===== src/hw/rtl/rgbg_pkg.sv =====
// rgbg_pkg: shared types and constants of the rgb to gray pixel converter
// used by rgbg_prep, rgbg_div_cell and rgb_to_gray_pixel_converter_unit
// no dependencies
package rgbg_pkg;

  localparam int unsigned CHAN_W     = 8;
  localparam int unsigned QUO_W      = 8;
  localparam int unsigned DIV_W      = CHAN_W + 1;
  localparam int unsigned REM_W      = 17;
  localparam int unsigned SUM_W      = 10;
  localparam int unsigned AVG_PROD_W = 20;
  localparam int unsigned AVG_RECIP  = 683;
  localparam int unsigned AVG_SHIFT  = 11;
  localparam int unsigned METHOD_W   = 3;

  // method register reset value is brightness
  localparam logic [METHOD_W-1:0] METHOD_RESET = 3'd5;

  typedef enum logic [METHOD_W-1:0] {
    METHOD_RED        = 3'd0,
    METHOD_GREEN      = 3'd1,
    METHOD_BLUE       = 3'd2,
    METHOD_AVERAGE    = 3'd3,
    METHOD_SATURATION = 3'd4,
    METHOD_BRIGHTNESS = 3'd5
  } method_t;

  typedef struct packed {
    logic [CHAN_W-1:0] red;
    logic [CHAN_W-1:0] green;
    logic [CHAN_W-1:0] blue;
    logic              frame_end_in;
  } pixel_in_t;

  typedef struct packed {
    logic [CHAN_W-1:0] gray;
    logic              frame_end_out;
  } pixel_out_t;

  // one slot of the divider chain
  typedef struct packed {
    logic              valid;
    logic              sat;
    logic              zero;
    logic              last;
    logic [CHAN_W-1:0] gray;
    logic [REM_W-1:0]  rem;
    logic [DIV_W-1:0]  div;
    logic [QUO_W-1:0]  quo;
  } div_stage_t;

endpackage


===== src/hw/rtl/rgbg_prep.sv =====
// rgbg_prep: front stage, forms max, min, average and the saturation dividend
// depends on rgbg_pkg
module rgbg_prep (
  input  logic                           clk,
  input  logic                           rst_n,
  input  logic                           en,
  input  logic                           in_take,
  input  rgbg_pkg::pixel_in_t            pix,
  input  logic [rgbg_pkg::METHOD_W-1:0]  method,
  output rgbg_pkg::div_stage_t           stage_r
);

  logic [rgbg_pkg::CHAN_W-1:0]     mx;
  logic [rgbg_pkg::CHAN_W-1:0]     mn;
  logic [rgbg_pkg::CHAN_W-1:0]     rg_max;
  logic [rgbg_pkg::CHAN_W-1:0]     rg_min;
  logic [rgbg_pkg::CHAN_W-1:0]     diff;
  logic [rgbg_pkg::SUM_W-1:0]      sum;
  logic [rgbg_pkg::AVG_PROD_W-1:0] avg_prod;
  logic [rgbg_pkg::CHAN_W-1:0]     avg;
  logic [rgbg_pkg::CHAN_W-1:0]     gray;
  logic [rgbg_pkg::REM_W-1:0]      num;
  rgbg_pkg::div_stage_t            stage_nxt;

  // max and min of the three channels
  always_comb begin
    rg_max = (pix.red > pix.green) ? pix.red : pix.green;
    rg_min = (pix.red < pix.green) ? pix.red : pix.green;
    mx     = (rg_max > pix.blue) ? rg_max : pix.blue;
    mn     = (rg_min < pix.blue) ? rg_min : pix.blue;
    diff   = mx - mn;
  end

  // rounded average, division by three through a reciprocal multiply
  always_comb begin
    sum = rgbg_pkg::SUM_W'(pix.red) + rgbg_pkg::SUM_W'(pix.green)
        + rgbg_pkg::SUM_W'(pix.blue) + rgbg_pkg::SUM_W'(1);
    avg_prod = rgbg_pkg::AVG_PROD_W'(sum)
             * rgbg_pkg::AVG_PROD_W'(rgbg_pkg::AVG_RECIP);
    avg = avg_prod[rgbg_pkg::AVG_SHIFT +: rgbg_pkg::CHAN_W];
  end

  // saturation dividend 510*diff + max
  always_comb begin
    num = (rgbg_pkg::REM_W'(diff) << 9) - (rgbg_pkg::REM_W'(diff) << 1)
        + rgbg_pkg::REM_W'(mx);
  end

  // method select for everything that needs no division
  always_comb begin
    unique case (method)
      rgbg_pkg::METHOD_RED:        gray = pix.red;
      rgbg_pkg::METHOD_GREEN:      gray = pix.green;
      rgbg_pkg::METHOD_BLUE:       gray = pix.blue;
      rgbg_pkg::METHOD_AVERAGE:    gray = avg;
      rgbg_pkg::METHOD_BRIGHTNESS: gray = mx;
      default:                     gray = '0;
    endcase
  end

  // next slot contents
  always_comb begin
    stage_nxt       = '0;
    stage_nxt.valid = in_take;
    stage_nxt.sat   = (method == rgbg_pkg::METHOD_SATURATION);
    stage_nxt.zero  = (mx == '0);
    stage_nxt.last  = pix.frame_end_in;
    stage_nxt.gray  = gray;
    stage_nxt.rem   = num;
    stage_nxt.div   = {mx, 1'b0};
    stage_nxt.quo   = '0;
  end

  // slot register, only the valid bit is reset
  always_ff @(posedge clk) begin
    if (!rst_n) begin
      stage_r.valid <= 1'b0;
    end else if (en) begin
      stage_r.valid <= stage_nxt.valid;
    end
    if (en) begin
      stage_r.sat  <= stage_nxt.sat;
      stage_r.zero <= stage_nxt.zero;
      stage_r.last <= stage_nxt.last;
      stage_r.gray <= stage_nxt.gray;
      stage_r.rem  <= stage_nxt.rem;
      stage_r.div  <= stage_nxt.div;
      stage_r.quo  <= stage_nxt.quo;
    end
  end

endmodule


===== src/hw/rtl/rgbg_div_cell.sv =====
// rgbg_div_cell: one restoring division step, settles one quotient bit
// depends on rgbg_pkg
module rgbg_div_cell #(
  parameter int unsigned SHIFT = 0
) (
  input  logic                 clk,
  input  logic                 rst_n,
  input  logic                 en,
  input  rgbg_pkg::div_stage_t stage_in,
  output rgbg_pkg::div_stage_t stage_r
);

  logic [rgbg_pkg::REM_W-1:0] trial;
  logic                       fits;
  rgbg_pkg::div_stage_t       stage_nxt;

  // compare against the shifted divisor and subtract when it fits
  always_comb begin
    trial         = rgbg_pkg::REM_W'(stage_in.div) << SHIFT;
    fits          = (stage_in.rem >= trial);
    stage_nxt     = stage_in;
    stage_nxt.rem = fits ? (stage_in.rem - trial) : stage_in.rem;
    stage_nxt.quo = {stage_in.quo[rgbg_pkg::QUO_W-2:0], fits};
  end

  // slot register, only the valid bit is reset
  always_ff @(posedge clk) begin
    if (!rst_n) begin
      stage_r.valid <= 1'b0;
    end else if (en) begin
      stage_r.valid <= stage_nxt.valid;
    end
    if (en) begin
      stage_r.sat  <= stage_nxt.sat;
      stage_r.zero <= stage_nxt.zero;
      stage_r.last <= stage_nxt.last;
      stage_r.gray <= stage_nxt.gray;
      stage_r.rem  <= stage_nxt.rem;
      stage_r.div  <= stage_nxt.div;
      stage_r.quo  <= stage_nxt.quo;
    end
  end

endmodule


===== src/hw/rtl/rgb_to_gray_pixel_converter_unit.sv =====
// rgb_to_gray_pixel_converter_unit: top level of the rgb to gray converter
// depends on rgbg_pkg, rgbg_prep and rgbg_div_cell
//
// The unit takes one RGB pixel per clock while the chain is not stalled and
// returns one gray byte per pixel, in order, through a registered pipeline:
// one front stage that forms max, min, the rounded average and the
// saturation dividend, then a chain of 8 division cells that each settle one
// quotient bit of the saturation. Every pixel travels the full chain whatever
// the method. The whole chain advances when its output slot is empty or being
// taken, so back-pressure on the output stalls all stages together. method_r is
// written through cfg_we and cfg_data and resets to brightness; write it only
// while no pixel is in flight.
module rgb_to_gray_pixel_converter_unit (
  input  logic                           clk,
  input  logic                           rst_n,
  input  logic                           in_valid,
  output logic                           in_ready,
  input  rgbg_pkg::pixel_in_t            in_data,
  output logic                           out_valid,
  input  logic                           out_ready,
  output rgbg_pkg::pixel_out_t           out_data,
  input  logic                           cfg_we,
  input  logic [rgbg_pkg::METHOD_W-1:0]  cfg_data
);

  localparam int unsigned NCELL = rgbg_pkg::QUO_W;

  logic [rgbg_pkg::METHOD_W-1:0] method_r;
  logic                          en;
  logic                          in_take;
  rgbg_pkg::div_stage_t          chain [NCELL+1];
  rgbg_pkg::div_stage_t          tail;

  // method register
  always_ff @(posedge clk) begin
    if (!rst_n) begin
      method_r <= rgbg_pkg::METHOD_RESET;
    end else if (cfg_we) begin
      method_r <= cfg_data;
    end
  end

  // chain advance control
  assign en       = !tail.valid || out_ready;
  assign in_ready = en;
  assign in_take  = in_valid && en;

  // front stage
  rgbg_prep u_prep (
    .clk     (clk),
    .rst_n   (rst_n),
    .en      (en),
    .in_take (in_take),
    .pix     (in_data),
    .method  (method_r),
    .stage_r (chain[0])
  );

  // divider chain, most significant quotient bit first
  for (genvar k = 0; k < NCELL; k++) begin : g_cell
    rgbg_div_cell #(
      .SHIFT (NCELL - 1 - k)
    ) u_cell (
      .clk      (clk),
      .rst_n    (rst_n),
      .en       (en),
      .stage_in (chain[k]),
      .stage_r  (chain[k+1])
    );
  end

  assign tail = chain[NCELL];

  // output select
  always_comb begin
    out_valid              = tail.valid;
    out_data.frame_end_out = tail.last;
    if (tail.sat) begin
      out_data.gray = tail.zero ? '0 : tail.quo;
    end else begin
      out_data.gray = tail.gray;
    end
  end

  // an accepted pixel lands in the front stage
  a_take_lands: assert property (@(posedge clk) disable iff (!rst_n)
    in_take |=> chain[0].valid)
    else $error("accepted pixel missing from front stage");

  // a stalled chain keeps its occupancy
  a_stall_holds: assert property (@(posedge clk) disable iff (!rst_n)
    (rst_n && !en) |=> ($stable(chain[0].valid) && $stable(tail.valid)))
    else $error("chain moved while stalled");

  // the final remainder is below the divisor for a real division
  a_rem_below: assert property (@(posedge clk) disable iff (!rst_n)
    (tail.valid && tail.sat && !tail.zero) |-> (tail.rem < 17'(tail.div)))
    else $error("saturation remainder not reduced");

  // a black pixel carries a zero dividend
  a_black_rem: assert property (@(posedge clk) disable iff (!rst_n)
    (tail.valid && tail.zero) |-> (tail.rem == '0))
    else $error("black pixel with nonzero dividend");

endmodule

===== config.mk =====
export PLATFORM = sky130hd
export DESIGN_NAME = rgb_to_gray_pixel_converter_unit
export DESIGN_NICKNAME = d
export VERILOG_FILES = /design/src/hw/rtl/rgbg_pkg.sv /design/src/hw/rtl/rgbg_prep.sv /design/src/hw/rtl/rgbg_div_cell.sv /design/src/hw/rtl/rgb_to_gray_pixel_converter_unit.sv
export SDC_FILE = /design/constraint.sdc
export NUM_CORES = 1
export LEC_CHECK = 0
export ABC_AREA = 1
export ABC_CLOCK_PERIOD_IN_PS = 21400
export BUFFER_PORTS_ARGS = -buffer_cell sky130_fd_sc_hd__buf_2
export CAP_MARGIN = 0
export CORE_ASPECT_RATIO = 0.8
export CORE_UTILIZATION = 51
export DETAILED_ROUTE_END_ITERATION = 8
export PLACE_DENSITY = 0.67
export RECOVER_POWER = 25
export SETUP_SLACK_MARGIN = 0.5
export SLEW_MARGIN = 10
export SYNTH_ARGS = -nofsm -noshare
export SYNTH_HDL_FRONTEND = slang
export SYNTH_HIERARCHICAL = 1
export SYNTH_SLANG_ARGS = --single-unit

===== constraint.sdc =====
create_clock -name clk -period 21.4 [get_ports clk]
set_clock_uncertainty 0.15 [all_clocks]
set_input_delay 4.28 -clock clk [delete_from_list [all_inputs] [get_ports clk]]
set_output_delay 4.28 -clock clk [all_outputs]
set_load 0.01 [all_outputs]

; ---- Word-level counts from Yosys, hierarchy flattened
; Cells that the tools add are included.
[totals]
regBits = 347
latchBits = 0
ramBits = 0
rom_bits = 0
in_bits = 33
memories = 0
[classes]
addsub = 13
multipliers = 1
div = 0
magnitude_cmp = 12
n_eq_ne = 5
shift = 0
n_mux = 14
n_bitwise = 0
reduce_logical = 5
[op_table]
columns = op, count
row1 = 17-bit 2-to-1 mux, 7
row2 = 8-bit 2-to-1 mux, 6
row3 = 8-bit one-hot mux with 5 select lines, 1
row4 = 10-bit by 10-bit multiplier with 19-bit output (second input constant), 1
row5 = 17-bit by 8-bit adder with 17-bit output, 1
row6 = 17-bit by 10-bit >= comparator with 1-bit output, 1
row7 = 17-bit by 11-bit >= comparator with 1-bit output, 1
row8 = 17-bit by 12-bit >= comparator with 1-bit output, 1
row9 = 17-bit by 13-bit >= comparator with 1-bit output, 1
row10 = 17-bit by 14-bit >= comparator with 1-bit output, 1
row11 = 17-bit by 15-bit >= comparator with 1-bit output, 1
row12 = 17-bit by 16-bit >= comparator with 1-bit output, 1
row13 = 17-bit by 9-bit >= comparator with 1-bit output, 1
row14 = 17-bit by 10-bit subtractor with 17-bit output, 1
row15 = 17-bit by 11-bit subtractor with 17-bit output, 1
row16 = 17-bit by 12-bit subtractor with 17-bit output, 1
row17 = 17-bit by 13-bit subtractor with 17-bit output, 1
row18 = 17-bit by 14-bit subtractor with 17-bit output, 1
row19 = 17-bit by 15-bit subtractor with 17-bit output, 1
row20 = 17-bit by 16-bit subtractor with 17-bit output, 1
row21 = 17-bit by 9-bit subtractor with 17-bit output, 1
row22 = 8-bit greater-than comparator, 2
row23 = 8-bit < comparator, 2
row24 = 10-bit by 1-bit adder with 10-bit output (second input constant), 1
row25 = other kinds (11), 13

; ---- Longest topological paths before layout
; Gate-level depths: netlist of the first run.
[depth]
ltp_word = 7
ltp_mapped = 44
mapped_depth_nobuf = 42

; ---- Modules after synthesis
; The synthesis of the first run kept the hierarchy.
[modules_own_cells]
columns = mod, instances, cells_per_inst, area_each_um2, seq_area_each_um2
row1 = rgbg_prep, 1, 740, 5759.3, 1071.0
row2 = rgbg_div_cell (g_cell[7].u_cell), 1, 263, 2473.6, 1371.3
row3 = rgbg_div_cell (g_cell[6].u_cell), 1, 258, 2467.4, 1371.3
row4 = rgbg_div_cell (g_cell[5].u_cell), 1, 261, 2462.4, 1371.3
row5 = rgbg_div_cell (g_cell[4].u_cell), 1, 225, 2444.8, 1371.3
row6 = rgbg_div_cell (g_cell[3].u_cell), 1, 234, 2327.2, 1371.3
row7 = rgbg_div_cell (g_cell[1].u_cell), 1, 231, 2307.2, 1371.3
row8 = rgbg_div_cell (g_cell[2].u_cell), 1, 231, 2272.2, 1371.3
row9 = rgbg_div_cell (g_cell[0].u_cell), 1, 205, 2192.1, 1371.3
row10 = rgb_to_gray_pixel_converter_unit, 1, 44, 227.7, 60.1

; ---- Worst setup path after synthesis of the first run
; Ideal clock, no wire load.
[synth_path]
kind = input to output
start = input port out_ready
end = output port in_ready
arrival_time_ns = 12.925
path_slack_ns = 4.045
stages = 2
path_cell_list = inv_1 -> nand2_1
[synth_via]
elab_chain_cells = 1
[synth_lines]
columns = item, line_no
row1 = start: declaration, rgb_to_gray_pixel_converter_unit.sv:20  ; input logic out_ready,
row2 = 1-bit logical OR, rgb_to_gray_pixel_converter_unit.sv:44  ; assign en = !tail.valid || out_ready;
row3 = end: declaration, rgb_to_gray_pixel_converter_unit.sv:17  ; output logic in_ready,
; No other way between the ends.

; ---- Worst setup path after layout of the first run
[layout_path]
start = input port in_data[3] in the netlist's numbering
end = register u_prep/stage_r[39] in the netlist's numbering (data pin)
[layout_via]
elab_chain_cells = 4
elab_cells_between_ends = 6
classes_between = add/sub (2) / mul (1) / order compare (1) / mux (2)
[layout_lines]
columns = item, line_no
row1 = start: declaration, rgb_to_gray_pixel_converter_unit.sv:18  ; input rgbg_pkg::pixel_in_t in_data,
row2 = 10-bit by 8-bit adder with 10-bit output, rgbg_prep.sv:37  ; + rgbg_pkg::SUM_W'(pix.blue) + rgbg_pkg::SUM_W'(1);
row3 = 10-bit by 1-bit adder with 10-bit output, rgbg_prep.sv:37
row4 = 10-bit by 10-bit multiplier with 19-bit output, rgbg_prep.sv:39  ; * rgbg_pkg::AVG_PROD_W'(rgbg_pkg::AVG_RECIP);
row5 = 8-bit one-hot mux with 5 select lines (*), rgbg_prep.sv:51  ; unique case (method)
row6 = net u_prep.gray (one bit), rgbg_prep.sv:21  ; logic [rgbg_pkg::CHAN_W-1:0] gray;
row7 = end: declaration, rgbg_prep.sv:10  ; output rgbg_pkg::div_stage_t stage_r
; The timed path passes the listed nets; every way through them passes the cells marked *.
; A chain may end at the register's enable or synchronous reset.

==> impl_metrics.csv, run 1 <==
group,metric,value,unit
outcome,status,"finished clean",
worst_setup_path,worstPathRequired,21.54,ns
pwr,power_density,182,nW/µm²
hold_path,hp-class,"reg -> reg",
worst_setup_path,worstPathArrival,10.63,ns
worst_setup_path,cp-startpoint,"in_data[3]",
worst_setup_path,endpoint_kind,"register",
sta,whs,0.263,ns
clock_network,cts.path.max_buffers,3,
clock_network,post-cts-setup-buffers,0,
die,ios,44,
placed_design,pre_cts_slack,10.39,ns
layout,final-seq-area,10500,µm²
synth,syn-num-nets,2729,
sta,hold_viol,0,
routing,drc,0,
clock_network,cts_tree,"done",
die,chipWidth,237,µm
worst_setup_path,slowest_stage,"fa_1",
routing,drt-initial-drc-count,1048,
synth,syn_inst,2489,
synth,postSynthAreaPerCell,9.07,µm²
hold_path,holdPathEnd,"g_cell[5].u_cell/stage_r[36]$_DFFE_PP_",
routing,wl_per_cell,14.7,µm
routing,wl,46400,µm
layout,multi_input_area,10100,µm²
clock_network,postCtsHoldBufs,0,
sta,min_period,10.49,ns
sta,tightest_slew,1.03,ns
worst_setup_path,cp_slowest_stage_delay,0.54,ns
clock_network,cts-root-buf,"clkbuf_16",
sta,slew_headroom,31.1,%
pwr,finalPower,4.47,mW
sta,fin_crit_sh,49.0,%
sta,tns,0,ns
die,start_util,52.0,%
placed_design,port_buffers,43,
clock_network,ctsHtreeMaxLevel,2,
placed_design,dpl_cell_area,23300,µm²
worst_setup_path,cp_max_fo,4,
synth,syn-cell-area,22600,µm²
worst_setup_path,r2r-start,"g_cell[1].u_cell/stage_r[22]$_DFFE_PP_",
worst_setup_path,crit_type,"in -> reg",
layout,nets,2800,
hold_path,min_from,"g_cell[4].u_cell/stage_r[36]$_DFFE_PP_",
layout,postLayoutCellArea,24600,µm²
worst_setup_path,r2r_cells,10,
layout,insertedDiodeCount,0,
sta,rsz0062_at_grt,"false",
clock_network,clk_latency,0.55,ns
pwr,p_leak,11.9,nW
layout,n_fill_cell,3766,
global_route,overflow,0,
routing,drtPass1Iterations,5,
flow_run,cap_violations,0,
synth,ys_warn_count,6,
die,core,43400,µm²
worst_setup_path,reg2reg_to,"g_cell[2].u_cell/stage_r[33]$_DFFE_PP_",
die,die_height,190,µm
placed_design,dp_cells,3080,
routing,ant_nets,0,
pwr,vdd_drop_max,0.145,mV
global_route,grt_pass1_vias,15411,
global_route,grt_max_degree,81,
layout,stdcell_count,3147,
global_route,antenna_found_initial,0,
global_route,track_usage,21.2,%
clock_network,ctsResizeCount,0,
hold_path,whs_path_depth,0,
sta,worst_slack,10.91,ns
routing,vias_per_cell,5.05,
routing,vias,15894,
die,die-area,45100,µm²
sta,slew_violations,0,
worst_setup_path,worst_path_most_repeated_cell,"nand2_1",
sta,setup_viol,0,
global_route,grt_pass1_wl,76600,µm
die,rows,68,
layout,syn2layout_area_growth,8.84,%
clock_network,cts_buffers,38,
layout,drive_gt1_share,14.0,%
worst_setup_path,r2r_setup_slack,18.70,ns
placed_design,hpwl,36800,µm
clock_network,clk_pin_slew_worst_paths,0.06,ns
sta,max_freq,0.0954,GHz
placed_design,gp_congestion,0.934,
layout,utilization,56.6,%
clock_network,clock-sinks,353,
worst_setup_path,start_kind,"input port",
## layout make-up
type	count	area share, %
Timing Repair Buffer	50	1.09
Clock buffer	47	4.13
Inverter	470	7.21
Clock inverter	20	0.891
Multi-Input combinational cell	1647	41.2
Tap cell	560	2.85
Sequential cell	353	42.6
## layout by cell type (no fill, tap or decap), drive strengths merged, types with 21 or more instances in the layout
master and instances:
fa 37, a21oi 93, nand3 201, nand4 21, buf 50, xor2 36, nor2 177, edfxtp 341
nand2 788, clkbuf 47, o21ai 51, inv 468, ha 170
## registers in the layout, summed over array words and instances (netlist names)
signal	count
g_cell.u_cell/stage_r	314
method_r	3
u_prep/stage_r	36
## critical path: cells and delay by family
family / cells / cell delay (ns)
AOI/OAI and AO/OA: 6 / 1.31
adders and majority gates: 8 / 3.12
buffers and inverters: 4 / 0.49
and+or+nand+nor: 17 / 1.41
## where the power goes
group          internal, mW  leakage [nW]  total (mW)  switching [mW]
logic                 0.943          7.59        2.56            1.62
clock network         0.367         0.592       0.636           0.270
registers              1.13          3.76        1.27           0.141
## metal layers
metal	wire, µm	GRT usage [%]	vias to the layer above
met4	1070	6.75	0
met2	21100	34.8	319
met5	0	0	-
met3	2170	2.79	77
met1	22000	29.1	7310
li1	-	-	8188
## how the worst max path moves through the flow
stage                              endpoint  slack (ns)  depth (start not counted)
4_1_cts        u_prep/stage_r[39]$_DFFE_PP_       10.97                         35
6_report       u_prep/stage_r[39]$_DFFE_PP_       10.91                         35
2_1_floorplan                      in_ready        5.18                          2
5_1_grt        u_prep/stage_r[38]$_DFFE_PP_       10.44                         36
3_5_place_dp   u_prep/stage_r[39]$_DFFE_PP_       10.39                         35
3_3_place_gp   u_prep/stage_r[39]$_DFFE_PP_       10.63                         32
Note: power is estimated with default switching activity, not from simulation.
==> run 2: changes to the inputs <==
--- a/config.mk
+++ b/config.mk
@@ -5,14 +5,14 @@
 export SDC_FILE = /design/constraint.sdc
 export NUM_CORES = 1
 export LEC_CHECK = 0
-export ABC_AREA = 1
-export ABC_CLOCK_PERIOD_IN_PS = 21400
+export ABC_AREA = 0
+export ABC_CLOCK_PERIOD_IN_PS = 9500
 export BUFFER_PORTS_ARGS = -buffer_cell sky130_fd_sc_hd__buf_2
 export CAP_MARGIN = 0
 export CORE_ASPECT_RATIO = 0.8
 export CORE_UTILIZATION = 51
 export DETAILED_ROUTE_END_ITERATION = 8
-export PLACE_DENSITY = 0.67
+export PLACE_DENSITY = 0.7
 export RECOVER_POWER = 25
 export SETUP_SLACK_MARGIN = 0.5
 export SLEW_MARGIN = 10
==> constraint.sdc (replaced) <==
create_clock -name clk -period 9.5 [get_ports clk]
set_clock_uncertainty 0.15 [all_clocks]
set_input_delay 1.9 -clock clk [delete_from_list [all_inputs] [get_ports clk]]
set_output_delay 1.9 -clock clk [all_outputs]
set_load 0.01 [all_outputs]
==> run 2 against run 1 <==
  * Sequential share of layout area is 4.1 points higher
  * First-iteration DRC count decreased by 24%
  * Global-route usage down 2.4 points
  * Wire length fell by 18%
  * Flip-flop and latch count stayed put
  * Synthesized area down 9.2%
  * Core utilization increased by 0.11 points
  * Critical endpoint is now u_prep/stage_r[41]$_DFFE_PP_
==> impl_metrics.csv, run 2 <==
group,metric,value,unit
routing,vias,12447,
sta,slew_headroom,26.4,%
synth,syn_inst,1644,
synth,postSynthAreaPerCell,12.5,µm²
clock_network,cts_tree,"done",
layout,stdcell_count,2276,
global_route,grt_pass1_vias,12455,
synth,ys_warn_count,6,
placed_design,port_buffers,43,
worst_setup_path,worstPathRequired,9.60,ns
global_route,grt_max_degree,98,
clock_network,clock-sinks,353,
placed_design,pre_cts_slack,0.330,ns
placed_design,hpwl,28700,µm
layout,regMostFlops,"g_cell.u_cell/stage_r",
worst_setup_path,slowest_stage,"fa_1",
routing,maxUsedRoutingLayer,"met4",
sta,tns,0,ns
worst_setup_path,start_kind,"input port",
layout,largest_reg_flops,314,
layout,layout_common_cells,"341 x edfxtp_1, 182 x inv_1, 170 x ha_1",
placed_design,dp_cells,2211,
routing,wl,37800,µm
die,start_util,51.9,%
hold_path,hp-class,"reg -> reg",
clock_network,cts.path.max_buffers,3,
die,chipWidth,226,µm
clock_network,postCtsHoldBufs,0,
clock_network,cts_buffers,36,
layout,nets,1953,
sta,setup_viol,0,
global_route,antenna_found_initial,0,
clock_network,cts-root-buf,"clkbuf_16",
routing,drt-initial-drc-count,801,
synth,syn-cell-area,20500,µm²
sta,tightest_slew,1.10,ns
clock_network,clk_latency,0.54,ns
layout,drive_gt1_share,12.8,%
routing,wl_met3,1820,µm
synth,syn-num-nets,1884,
routing,wl_met2,17300,µm
layout,top_regs,"g_cell.u_cell/stage_r x314, u_prep/stage_r x36, method_r x3",
worst_setup_path,endpoint_kind,"register",
die,ios,44,
clock_network,clk_pin_slew_worst_paths,0.07,ns
sta,hold_viol,0,
worst_setup_path,worst_path_most_repeated_cell,"inv_1",
worst_setup_path,crit_type,"in -> reg",
global_route,track_usage,18.8,%
die,die-area,41000,µm²
sta,min_period,8.60,ns
sta,worst_slack,0.898,ns
sta,slew_violations,0,
routing,ant_nets,0,
worst_setup_path,worstPathArrival,8.71,ns
layout,syn2layout_area_growth,9.38,%
layout,layout_commonest_cell,"edfxtp_1",
clock_network,post-cts-setup-buffers,0,
placed_design,gp_congestion,0.910,
worst_setup_path,cp_max_fo,4,
routing,drc,0,
clock_network,ctsHtreeMaxLevel,2,
sta,rsz0062_at_grt,"false",
global_route,grt_pass1_wl,61400,µm
routing,wl_per_cell,16.6,µm
routing,vias_per_cell,5.47,
die,rows,65,
worst_setup_path,cp_slowest_stage_delay,0.54,ns
die,core,39500,µm²
outcome,status,"finished clean",
global_route,overflow,0,
sta,fin_crit_sh,90.6,%
routing,drtPass1Iterations,5,
die,die_height,181,µm
routing,wl_met1,17600,µm
layout,n_fill_cell,3272,
sta,max_freq,0.116,GHz
layout,insertedDiodeCount,0,
flow_run,cap_violations,0,
[run 2: critical path: cells and delay by family]
| family | cells | cell delay [ns] |
|---|---|---|
| compound gates | 14 | 2.64 |
| xor+xnor | 2 | 0.36 |
| fa+ha+maj | 8 | 3.36 |
| buf+inv | 6 | 0.42 |
[run 2: timing repair]
item / CTS / global route
gates resized for setup: 0 / 2
hold endpoints to repair: 0 / 0
setup endpoints to repair: 0 / 1
[run 2: metrics by stage]
stage / utilization, % / hold slack, ns / cell area (µm²)
global placement: 54.0 / 0.250 / 21300
detailed placement: 54.0 / 0.255 / 21300
floorplan: - / 0.250 / 20500
CTS: 56.7 / 0.257 / 22400
finish: 56.7 / 0.261 / 22400
global route: 56.7 / 0.267 / 22400
[run 2: final cells by class]
| cell class | count | area [µm²] | share of cell area [%] |
|---|---|---|---|
| Multi-Input combinational cell | 1083 | 9190 | 41.0 |
| Tap cell | 536 | 671 | 2.99 |
| Clock buffer | 48 | 977 | 4.36 |
| Sequential cell | 353 | 10500 | 46.7 |
| Clock inverter | 17 | 119 | 0.530 |
| Timing Repair Buffer | 54 | 298 | 1.33 |
| Inverter | 185 | 699 | 3.12 |
[run 2: path summary, 6_finish.rpt]
check                                                       startpoint                                endpoint  slack, ns  cells past startpoint
worst max-delay path                                        in_data[2]            u_prep/stage_r[41]$_DFFE_PP_       0.90                     30
worst min-delay path            g_cell[0].u_cell/stage_r[36]$_DFFE_PP_  g_cell[1].u_cell/stage_r[36]$_DFFE_PP_       0.26                      0
worst max register to register  g_cell[1].u_cell/stage_r[22]$_DFFE_PP_  g_cell[2].u_cell/stage_r[27]$_DFFE_PP_       6.20                      9
worst min register to register  g_cell[0].u_cell/stage_r[36]$_DFFE_PP_  g_cell[1].u_cell/stage_r[36]$_DFFE_PP_       0.26                      0
[run 2: routing by layer]
metal / GRT usage [%] / up-vias
met2: 30.7 / 260
met3: 3.58 / 72
met1: 25.0 / 5899
met4: 6.70 / 0
met5: 0 / -
li1: - / 6216
Power of run 2 is left out: the tool's default activity adds up to more than one toggle a clock period on the data nets, which glitch-free logic cannot reach.
